### src/design/gps_time_of_week_from_date_unit_macros.svh
// assertion macros shared by the pipeline modules
`ifndef GPS_TIME_OF_WEEK_FROM_DATE_UNIT_MACROS_SVH
`define GPS_TIME_OF_WEEK_FROM_DATE_UNIT_MACROS_SVH
`ifndef SYNTHESIS
// same-cycle implication
`define GTOW_ASSERT_NOW(label, clk, rst_n, ante, cons) \
    label: assert property (@(posedge clk) disable iff (!rst_n) (ante) |-> (cons)) \
        else $error("gtow assertion failed");
// next-cycle implication
`define GTOW_ASSERT_NEXT(label, clk, rst_n, ante, cons) \
    label: assert property (@(posedge clk) disable iff (!rst_n) (ante) |=> (cons)) \
        else $error("gtow assertion failed");
`else
`define GTOW_ASSERT_NOW(label, clk, rst_n, ante, cons)
`define GTOW_ASSERT_NEXT(label, clk, rst_n, ante, cons)
`endif
`endif

### src/design/gtow_pkg.sv
`default_nettype none
package gtow_pkg;

    localparam logic [13:0] YearBase     = 14'd2000;
    localparam logic [13:0] YearWrap     = 14'd4000;
    localparam logic [21:0] MsPerHour    = 22'd3600000;
    localparam logic [15:0] MsPerMinute  = 16'd60000;
    // x / 25 == (x * RecipQ) >> RecipShift for every 12-bit x used here
    localparam logic [12:0] RecipQ       = 13'd5243;
    localparam int          RecipShift   = 17;
    localparam logic [6:0]  Century      = 7'd100;
    localparam logic [3:0]  MonthMax     = 4'd12;
    localparam logic [3:0]  MonthFeb     = 4'd2;
    // epoch offset 360 - 1981 - leaps(1980), taken modulo 7
    localparam logic [14:0] WeekOffset   = 15'd6;
    localparam logic [3:0]  DaysPerWeek  = 4'd7;

    typedef struct packed {
        logic [13:0] year;
        logic [11:0] lcnt;
        logic [8:0]  doy;
        logic [26:0] tod;
    } t_day_info;

    // days before the first of the month
    function automatic logic [8:0] cum_days(input logic [3:0] month);
        logic [8:0] r;
        unique case (month)
            4'd3:    r = 9'd59;
            4'd2:    r = 9'd31;
            4'd4:    r = 9'd90;
            4'd5:    r = 9'd120;
            4'd6:    r = 9'd151;
            4'd7:    r = 9'd181;
            4'd8:    r = 9'd212;
            4'd9:    r = 9'd243;
            4'd10:   r = 9'd273;
            4'd11:   r = 9'd304;
            4'd12:   r = 9'd334;
            default: r = 9'd0;
        endcase
        return r;
    endfunction

    // weekday times one day in ms
    function automatic logic [29:0] weekday_ms(input logic [2:0] wd);
        logic [29:0] r;
        unique case (wd)
            3'd1:    r = 30'd86400000;
            3'd2:    r = 30'd172800000;
            3'd3:    r = 30'd259200000;
            3'd4:    r = 30'd345600000;
            3'd5:    r = 30'd432000000;
            3'd6:    r = 30'd518400000;
            default: r = 30'd0;
        endcase
        return r;
    endfunction

endpackage
`default_nettype wire

### src/design/gps_time_of_week_from_date_unit.sv
// five register stages, the last is the output register
// throughput: one transaction per cycle while the output accepts; a stall at the output
// holds each valid stage until the next one frees, nothing is dropped or repeated
// reset (synchronous, active low) clears all stage valid bits, the data registers keep their value
`default_nettype none
module gps_time_of_week_from_date_unit
    import gtow_pkg::*;
(
    input  wire logic        i_clk,
    input  wire logic        i_rst_n,
    input  wire logic        i_valid,
    output logic             o_ready,
    input  wire logic [13:0] i_year_in,
    input  wire logic [3:0]  i_month_in,
    input  wire logic [4:0]  i_day_in,
    input  wire logic [4:0]  i_hour_in,
    input  wire logic [5:0]  i_minute_in,
    input  wire logic [15:0] i_second_ms,
    output logic             o_valid,
    input  wire logic        i_ready,
    output logic [29:0]      o_week_seconds_ms,
    output logic [8:0]       o_day_of_year
);

    logic      w_mid_valid;
    logic      w_mid_ready;
    t_day_info w_mid_info;

    gtow_day_pipe u_day (
        .i_clk       (i_clk),
        .i_rst_n     (i_rst_n),
        .i_valid     (i_valid),
        .o_ready     (o_ready),
        .i_year_in   (i_year_in),
        .i_month_in  (i_month_in),
        .i_day_in    (i_day_in),
        .i_hour_in   (i_hour_in),
        .i_minute_in (i_minute_in),
        .i_second_ms (i_second_ms),
        .o_valid     (w_mid_valid),
        .i_ready     (w_mid_ready),
        .o_info      (w_mid_info)
    );

    gtow_week_pipe u_week (
        .i_clk             (i_clk),
        .i_rst_n           (i_rst_n),
        .i_valid           (w_mid_valid),
        .o_ready           (w_mid_ready),
        .i_info            (w_mid_info),
        .o_valid           (o_valid),
        .i_ready           (i_ready),
        .o_week_seconds_ms (o_week_seconds_ms),
        .o_day_of_year     (o_day_of_year)
    );

endmodule
`default_nettype wire

### src/design/gtow_day_pipe.sv
`default_nettype none
`include "gps_time_of_week_from_date_unit_macros.svh"
module gtow_day_pipe
    import gtow_pkg::*;
(
    input  wire logic        i_clk,
    input  wire logic        i_rst_n,
    input  wire logic        i_valid,
    output logic             o_ready,
    input  wire logic [13:0] i_year_in,
    input  wire logic [3:0]  i_month_in,
    input  wire logic [4:0]  i_day_in,
    input  wire logic [4:0]  i_hour_in,
    input  wire logic [5:0]  i_minute_in,
    input  wire logic [15:0] i_second_ms,
    output logic             o_valid,
    input  wire logic        i_ready,
    output t_day_info        o_info
);

    logic r_v1, r_v2, r_v3;
    logic w_adv1, w_adv2, w_adv3;

    // stage 1
    logic [13:0] n_year1, r_year1, r_ym1_1;
    logic [3:0]  n_month1, r_month1;
    logic [4:0]  r_day1, r_hour1;
    logic [5:0]  r_min1;
    logic [15:0] r_sec1;

    // stage 2
    logic [24:0] w_prod_y, w_prod_m;
    logic [13:0] r_year2, r_ym1_2;
    logic [7:0]  r_q100y2, r_q100m2;
    logic [8:0]  r_cum2;
    logic        r_gt2_2;
    logic [4:0]  r_day2;
    logic [26:0] r_toh2;
    logic [21:0] r_tom2;
    logic [15:0] r_sec2;

    // stage 3
    logic [13:0] w_cent;
    logic        w_leap;
    t_day_info   r_info3;

    assign w_adv3  = !r_v3 || i_ready;
    assign w_adv2  = !r_v2 || w_adv3;
    assign w_adv1  = !r_v1 || w_adv2;
    assign o_ready = w_adv1;
    assign o_valid = r_v3;
    assign o_info  = r_info3;

    always_comb begin
        n_year1 = i_year_in;
        priority if (i_year_in < YearBase) begin
            n_year1 = i_year_in + YearBase;
        end else if (i_year_in > YearWrap) begin
            n_year1 = i_year_in - YearBase;
        end
        n_month1 = (i_month_in > MonthMax) ? MonthMax : i_month_in;
    end

    // divide by 100 as (y >> 2) / 25
    assign w_prod_y = 25'(r_year1[13:2]) * 25'(RecipQ);
    assign w_prod_m = 25'(r_ym1_1[13:2]) * 25'(RecipQ);

    assign w_cent = 14'(r_q100y2) * 14'(Century);
    assign w_leap = (r_year2[1:0] == 2'd0)
                 && ((w_cent != r_year2) || (r_q100y2[1:0] == 2'd0));

    always_ff @(posedge i_clk) begin
        if (!i_rst_n) begin
            r_v1 <= 1'b0;
            r_v2 <= 1'b0;
            r_v3 <= 1'b0;
        end else begin
            if (w_adv1) r_v1 <= i_valid;
            if (w_adv2) r_v2 <= r_v1;
            if (w_adv3) r_v3 <= r_v2;
        end
    end

    always_ff @(posedge i_clk) begin
        if (w_adv1 && i_valid) begin
            r_year1  <= n_year1;
            r_ym1_1  <= n_year1 - 14'd1;
            r_month1 <= n_month1;
            r_day1   <= i_day_in;
            r_hour1  <= i_hour_in;
            r_min1   <= i_minute_in;
            r_sec1   <= i_second_ms;
        end
        if (w_adv2 && r_v1) begin
            r_year2  <= r_year1;
            r_ym1_2  <= r_ym1_1;
            r_q100y2 <= w_prod_y[RecipShift +: 8];
            r_q100m2 <= w_prod_m[RecipShift +: 8];
            r_cum2   <= cum_days(r_month1);
            r_gt2_2  <= r_month1 > MonthFeb;
            r_day2   <= r_day1;
            r_toh2   <= 27'(r_hour1) * 27'(MsPerHour);
            r_tom2   <= 22'(r_min1) * 22'(MsPerMinute);
            r_sec2   <= r_sec1;
        end
        if (w_adv3 && r_v2) begin
            r_info3.year <= r_year2;
            // leap years in 1..year-1
            r_info3.lcnt <= r_ym1_2[13:2] - 12'(r_q100m2) + 12'(r_q100m2[7:2]);
            r_info3.doy  <= r_cum2 + 9'(r_day2) + 9'(w_leap && r_gt2_2);
            r_info3.tod  <= r_toh2 + 27'(r_tom2) + 27'(r_sec2);
        end
    end

    `GTOW_ASSERT_NEXT(a_accept_fills, i_clk, i_rst_n, i_valid && o_ready, r_v1)
    `GTOW_ASSERT_NOW(a_year_norm, i_clk, i_rst_n, r_v2, r_year2 >= YearBase)
    `GTOW_ASSERT_NOW(a_doy_range, i_clk, i_rst_n, o_valid, o_info.doy <= 9'd366)

endmodule
`default_nettype wire

### src/design/gtow_week_pipe.sv
`default_nettype none
`include "gps_time_of_week_from_date_unit_macros.svh"
module gtow_week_pipe
    import gtow_pkg::*;
(
    input  wire logic        i_clk,
    input  wire logic        i_rst_n,
    input  wire logic        i_valid,
    output logic             o_ready,
    input  wire t_day_info   i_info,
    output logic             o_valid,
    input  wire logic        i_ready,
    output logic [29:0]      o_week_seconds_ms,
    output logic [8:0]       o_day_of_year
);

    logic r_v4, r_v5;
    logic w_adv4, w_adv5;

    logic [14:0] w_sum;
    logic [5:0]  w_f1, r_f1;
    logic [8:0]  r_doy4, r_doy5;
    logic [26:0] r_tod4;
    logic [3:0]  w_f2;
    logic [2:0]  w_wd;
    logic [29:0] r_tow5;

    assign w_adv5  = !r_v5 || i_ready;
    assign w_adv4  = !r_v4 || w_adv5;
    assign o_ready = w_adv4;
    assign o_valid = r_v5;
    assign o_week_seconds_ms = r_tow5;
    assign o_day_of_year     = r_doy5;

    // day count mod 7: 365 is 1 mod 7, and 8 is 1 mod 7 so 3-bit digits fold
    assign w_sum = 15'(i_info.year) + 15'(i_info.lcnt) + 15'(i_info.doy) + WeekOffset;
    assign w_f1  = 6'(w_sum[14:12]) + 6'(w_sum[11:9]) + 6'(w_sum[8:6])
                 + 6'(w_sum[5:3]) + 6'(w_sum[2:0]);
    assign w_f2  = 4'(r_f1[5:3]) + 4'(r_f1[2:0]);
    assign w_wd  = (w_f2 >= DaysPerWeek) ? 3'(w_f2 - DaysPerWeek) : w_f2[2:0];

    always_ff @(posedge i_clk) begin
        if (!i_rst_n) begin
            r_v4 <= 1'b0;
            r_v5 <= 1'b0;
        end else begin
            if (w_adv4) r_v4 <= i_valid;
            if (w_adv5) r_v5 <= r_v4;
        end
    end

    always_ff @(posedge i_clk) begin
        if (w_adv4 && i_valid) begin
            r_f1   <= w_f1;
            r_doy4 <= i_info.doy;
            r_tod4 <= i_info.tod;
        end
        if (w_adv5 && r_v4) begin
            r_tow5 <= 30'(r_tod4) + weekday_ms(w_wd);
            r_doy5 <= r_doy4;
        end
    end

    `GTOW_ASSERT_NOW(a_fold_range, i_clk, i_rst_n, r_v4, r_f1 <= 6'd35)
    `GTOW_ASSERT_NOW(a_tow_bound, i_clk, i_rst_n, o_valid, o_week_seconds_ms <= 30'd633845535)
    `GTOW_ASSERT_NEXT(a_stall_keeps, i_clk, i_rst_n, r_v5 && !i_ready && r_v4, r_v5 && r_v4)

endmodule
`default_nettype wire
### config.mk
export PLATFORM = sky130hd
export DESIGN_NAME = gps_time_of_week_from_date_unit
export DESIGN_NICKNAME = d
export VERILOG_FILES = /design/src/design/gtow_pkg.sv /design/src/design/gps_time_of_week_from_date_unit.sv /design/src/design/gtow_day_pipe.sv /design/src/design/gtow_week_pipe.sv
export VERILOG_INCLUDE_DIRS = /design/src /design/src/design
export SDC_FILE = /design/constraint.sdc
export NUM_CORES = 1
export LEC_CHECK = 0
export ABC_CLOCK_PERIOD_IN_PS = 10150
export BUFFER_PORTS_ARGS = -buffer_cell sky130_fd_sc_hd__buf_2
export CORE_MARGIN = 2
export CORE_UTILIZATION = 59
export CTS_BUF_LIST = sky130_fd_sc_hd__clkbuf_8
export DETAILED_ROUTE_END_ITERATION = 12
export MAX_ROUTING_LAYER = met4
export PLACE_DENSITY = 0.8
export SYNTH_ARGS = -nofsm -noshare
export SYNTH_HDL_FRONTEND = slang
export SYNTH_SLANG_ARGS = --single-unit
### constraint.sdc
create_clock -name i_clk -period 10.15 [get_ports i_clk]
set_clock_uncertainty 0.2 [all_clocks]
set_input_delay 0.5075 -clock i_clk [delete_from_list [all_inputs] [get_ports i_clk]]
set_output_delay 0.5075 -clock i_clk [all_outputs]
set_load 0.005 [all_outputs]
==> flow_summary.toml <==
[clock_network]
cts_buffers = 51
cts_root_buffer = "clkbuf_8"
clk_latency_ns = 0.59
cts_resized = 0
post_cts_buffers = 0
cts_max_level = 2
clock-sinks = 320
cts_tree = "done"
cts.clk_slew.worst_paths_ns = 0.07
clk_path_buf_depth = 3

[setup_path]
critPathMaxFanout = 2
worstSetupEndpointType = "register"
r2r-end = "u_week.r_f1[4]"
criticalPathCategory = "register to register"
critPathArrivalTime_ns = 6.67
r2r_cells = 24
r2r-start = "u_day.o_info[29]"
reg2reg_setup_slack_ns = 3.64
cp-start-kind = "register"
worstPathRequired_ns = 10.31

[placed_design]
port_buffers = 94
place_hpwl_um = 34000
placed_area_um2 = 24200
place_congestion = 0.934
preCtsSetupSlack_ns = 3.70

[synth]
synth_top_family_by_area = "adder cells"
yosys_warnings = 0
synth.area.mux_share_pct = 0.461
synth_compound_area_share_pct = 7.52
synthFlopType = "edfxtp_1"
synth-seq-cells = 320
synth_cells = 1891
syn_area_um2 = 23100
synth_edf_count = 315
synth.net_count = 2473
synth_xor_xnor_area_share_pct = 4.89
syn_avg_cell_area_um2 = 12.2
ys_top_cells_by_area = "edfxtp_1 (41%), ha_1 (20%), fa_1 (14%), inv_1 (5.3%), xnor2_1 (3.6%)"
yosysUniqueCellTypes = 58
synthAdderAreaFrac_pct = 33.7
synthSimpleGateAreaFrac_pct = 6.50
yosysTopAreaCellShare_pct = 41.0
synth_area_leader_cell = "edfxtp_1"
synthArstFlopShare_pct = 0
synth-seq-area-share_pct = 41.4

[sta]
rsz0062_at_grt = "no"
drv_slew = 0
fin_crit_sh_pct = 64.2
fin_ws_ns = 3.64
tns_ns = 0
tightestPinTransition_ns = 1.11
slew_headroom_pct = 25.6
max_freq_mhz = 154
fin_crit_ns = 6.51
finalHoldViolCount = 0
finalSetupViolations = 0

[finish]
final_common_cell = "ha_1"
final_cell_mix = "ha_1 (372), inv_1 (347), edfxtp_1 (315), fa_1 (156), xnor2_1 (95)"
fin_area_um2 = 25600
final_util_pct = 66.1
fillCellCount = 2781
n_antenna_cell = 0
area_growth_pct = 10.7
finalNetCount = 2654
drive_gt1_share_pct = 8.92

[global_routing]
grt_pass1_vias = 15000
grt_max_degree = 63
grt.overflow.total = 0
antenna_found_initial = 0
grt_pass1_wl_um = 73000
grt_usage_pct = 23.0

[floorplanning]
initial_core_util_pct = 59.7
die_y_um = 202
core_um2 = 38600
pin_count = 95
dieArea_um2 = 40700
num_rows = 72
die_w_um = 202

[worst_hold_path]
min_path_type = "input pin to register"
worstHoldStart = "i_ready"
min_to = "u_week.o_valid"
hold_path_depth = 3

[pwr]
powerDensity_nw_per_um2 = 348
power.leakage_nw = 11.7
peakVddDrop_mv = 0.274
power.total_mw = 8.90

[drt]
drtPass1Iterations = 5
ant_nets = 0
drtIter0Drc = 896
wl_per_cell_um = 16.6
vias = 14300
viasPerCell = 5.45
routed_wirelength_um = 43600
drc = 0

[job]
cap_violations = 0

[run_status]
status = "complete, no violations"
flip-flops by register name, summed over array words and instances (netlist names), 4 cells and up:
name / flops
u_day.o_info: 62
u_week.o_week_seconds_ms: 30
u_week.r_tod4: 27
u_day.r_toh2: 20
u_day.r_tom2: 17
u_day.r_sec1: 16
u_day.r_sec2: 16
u_day.r_year1: 14
u_day.r_year2: 14
u_day.r_ym1_1: 12
u_day.r_ym1_2: 12
u_day.r_cum2: 9
u_week.o_day_of_year: 9
u_week.r_doy4: 9
u_day.r_q100m2: 8
u_day.r_q100y2: 8
u_day.r_min1: 6
u_week.r_f1: 6
u_day.r_day1: 5
u_day.r_day2: 5
u_day.r_hour1: 5
u_day.r_month1: 4
cells in the mapped netlist (22+ instances only):
cell      count
ha_1        372
inv_1       328
edfxtp_1    315
fa_1        156
xnor2_1      95
a21oi_1      87
nor2_1       72
nand2_1      49
o21ai_0      43
nor3_1       38
a21o_1       37
xor2_1       34
nand3_1      32
nor2b_1      22
per-stage QoR:
stage / hold WS [ns] / instances
after floorplan: 0.200 / 1891
after global placement: 0.201 / 2497
after detailed placement: 0.205 / 2497
after CTS: 0.0907 / 2626
after global routing: 0.109 / 2626
final: 0.131 / 2626
layout make-up:
| type | instances | area [µm²] | area share (%) |
|---|---|---|---|
| well taps | 518 | 648 | 2.54 |
| clock buffers | 55 | 757 | 2.96 |
| repair buffers | 139 | 908 | 3.55 |
| inverters | 328 | 1230 | 4.82 |
| multi-input cells | 1232 | 12300 | 48.1 |
| clock inverters | 34 | 153 | 0.597 |
| flip-flops and latches | 320 | 9560 | 37.4 |
worst max-delay path, cell delays in order, from the launching register on:
cell and delay (ns):
edfxtp_1 0.34, inv_1 0.05, ha_1 0.31, fa_1 0.51
inv_1 0.05, ha_1 0.21, fa_1 0.41, a21o_1 0.18
a21oi_1 0.22, o21bai_1 0.09, a21oi_1 0.23, o21bai_1 0.12
a211oi_1 0.34, o21bai_1 0.17, xor2_1 0.18, ha_1 0.23
fa_1 0.38, xnor2_1 0.23, fa_1 0.45, fa_1 0.60
inv_1 0.06, ha_1 0.29, a21o_1 0.16, a21oi_1 0.18
xnor2_1 0.08
where the power goes:
part	total (mW)	switching (mW)	internal (mW)
Clock	0.997	0.498	0.499
Sequential	2.02	0.108	1.91
Combinational	5.88	3.25	2.63
Total	8.90	3.86	5.04
logic make-up after synthesis:
group | count (synthesis)
DFF | 320
and+or+nand+nor | 298
adders and majority gates | 528
xor gates and xnor gates | 129
AOI/OAI and AO/OA | 268
buffers and inverters | 339
muxes | 9
worst max path at each step:
stage / from / to
finish: u_day.o_info[29] / u_week.r_f1[4]
global route: u_day.o_info[29] / u_week.r_f1[4]
CTS: u_day.o_info[29] / u_week.r_f1[4]
detailed placement: u_day.o_info[29] / u_week.r_f1[4]
global placement: u_day.o_info[29] / u_week.r_f1[4]
floorplan: i_ready / u_day.r_cum2[0]
timing repair:
item | in CTS | in global routing
endpoints found under the setup margin | 0 | 0
hold buffers | 40 | 0
hold endpoints to repair | 43 | 0
per-layer routing:
metal | vias up | GRT usage (%) | wire [µm] | share of wire (%)
met5 | - | - | 0 | 0
met4 | 0 | 6.54 | 1080 | 2.5
met3 | 80 | 3.02 | 1990 | 4.6
met2 | 356 | 37.5 | 20800 | 48
met1 | 6913 | 30.5 | 19800 | 45
li1 | 6963 | - | - | -
No activity file was read; power rests on OpenSTA's default activity.
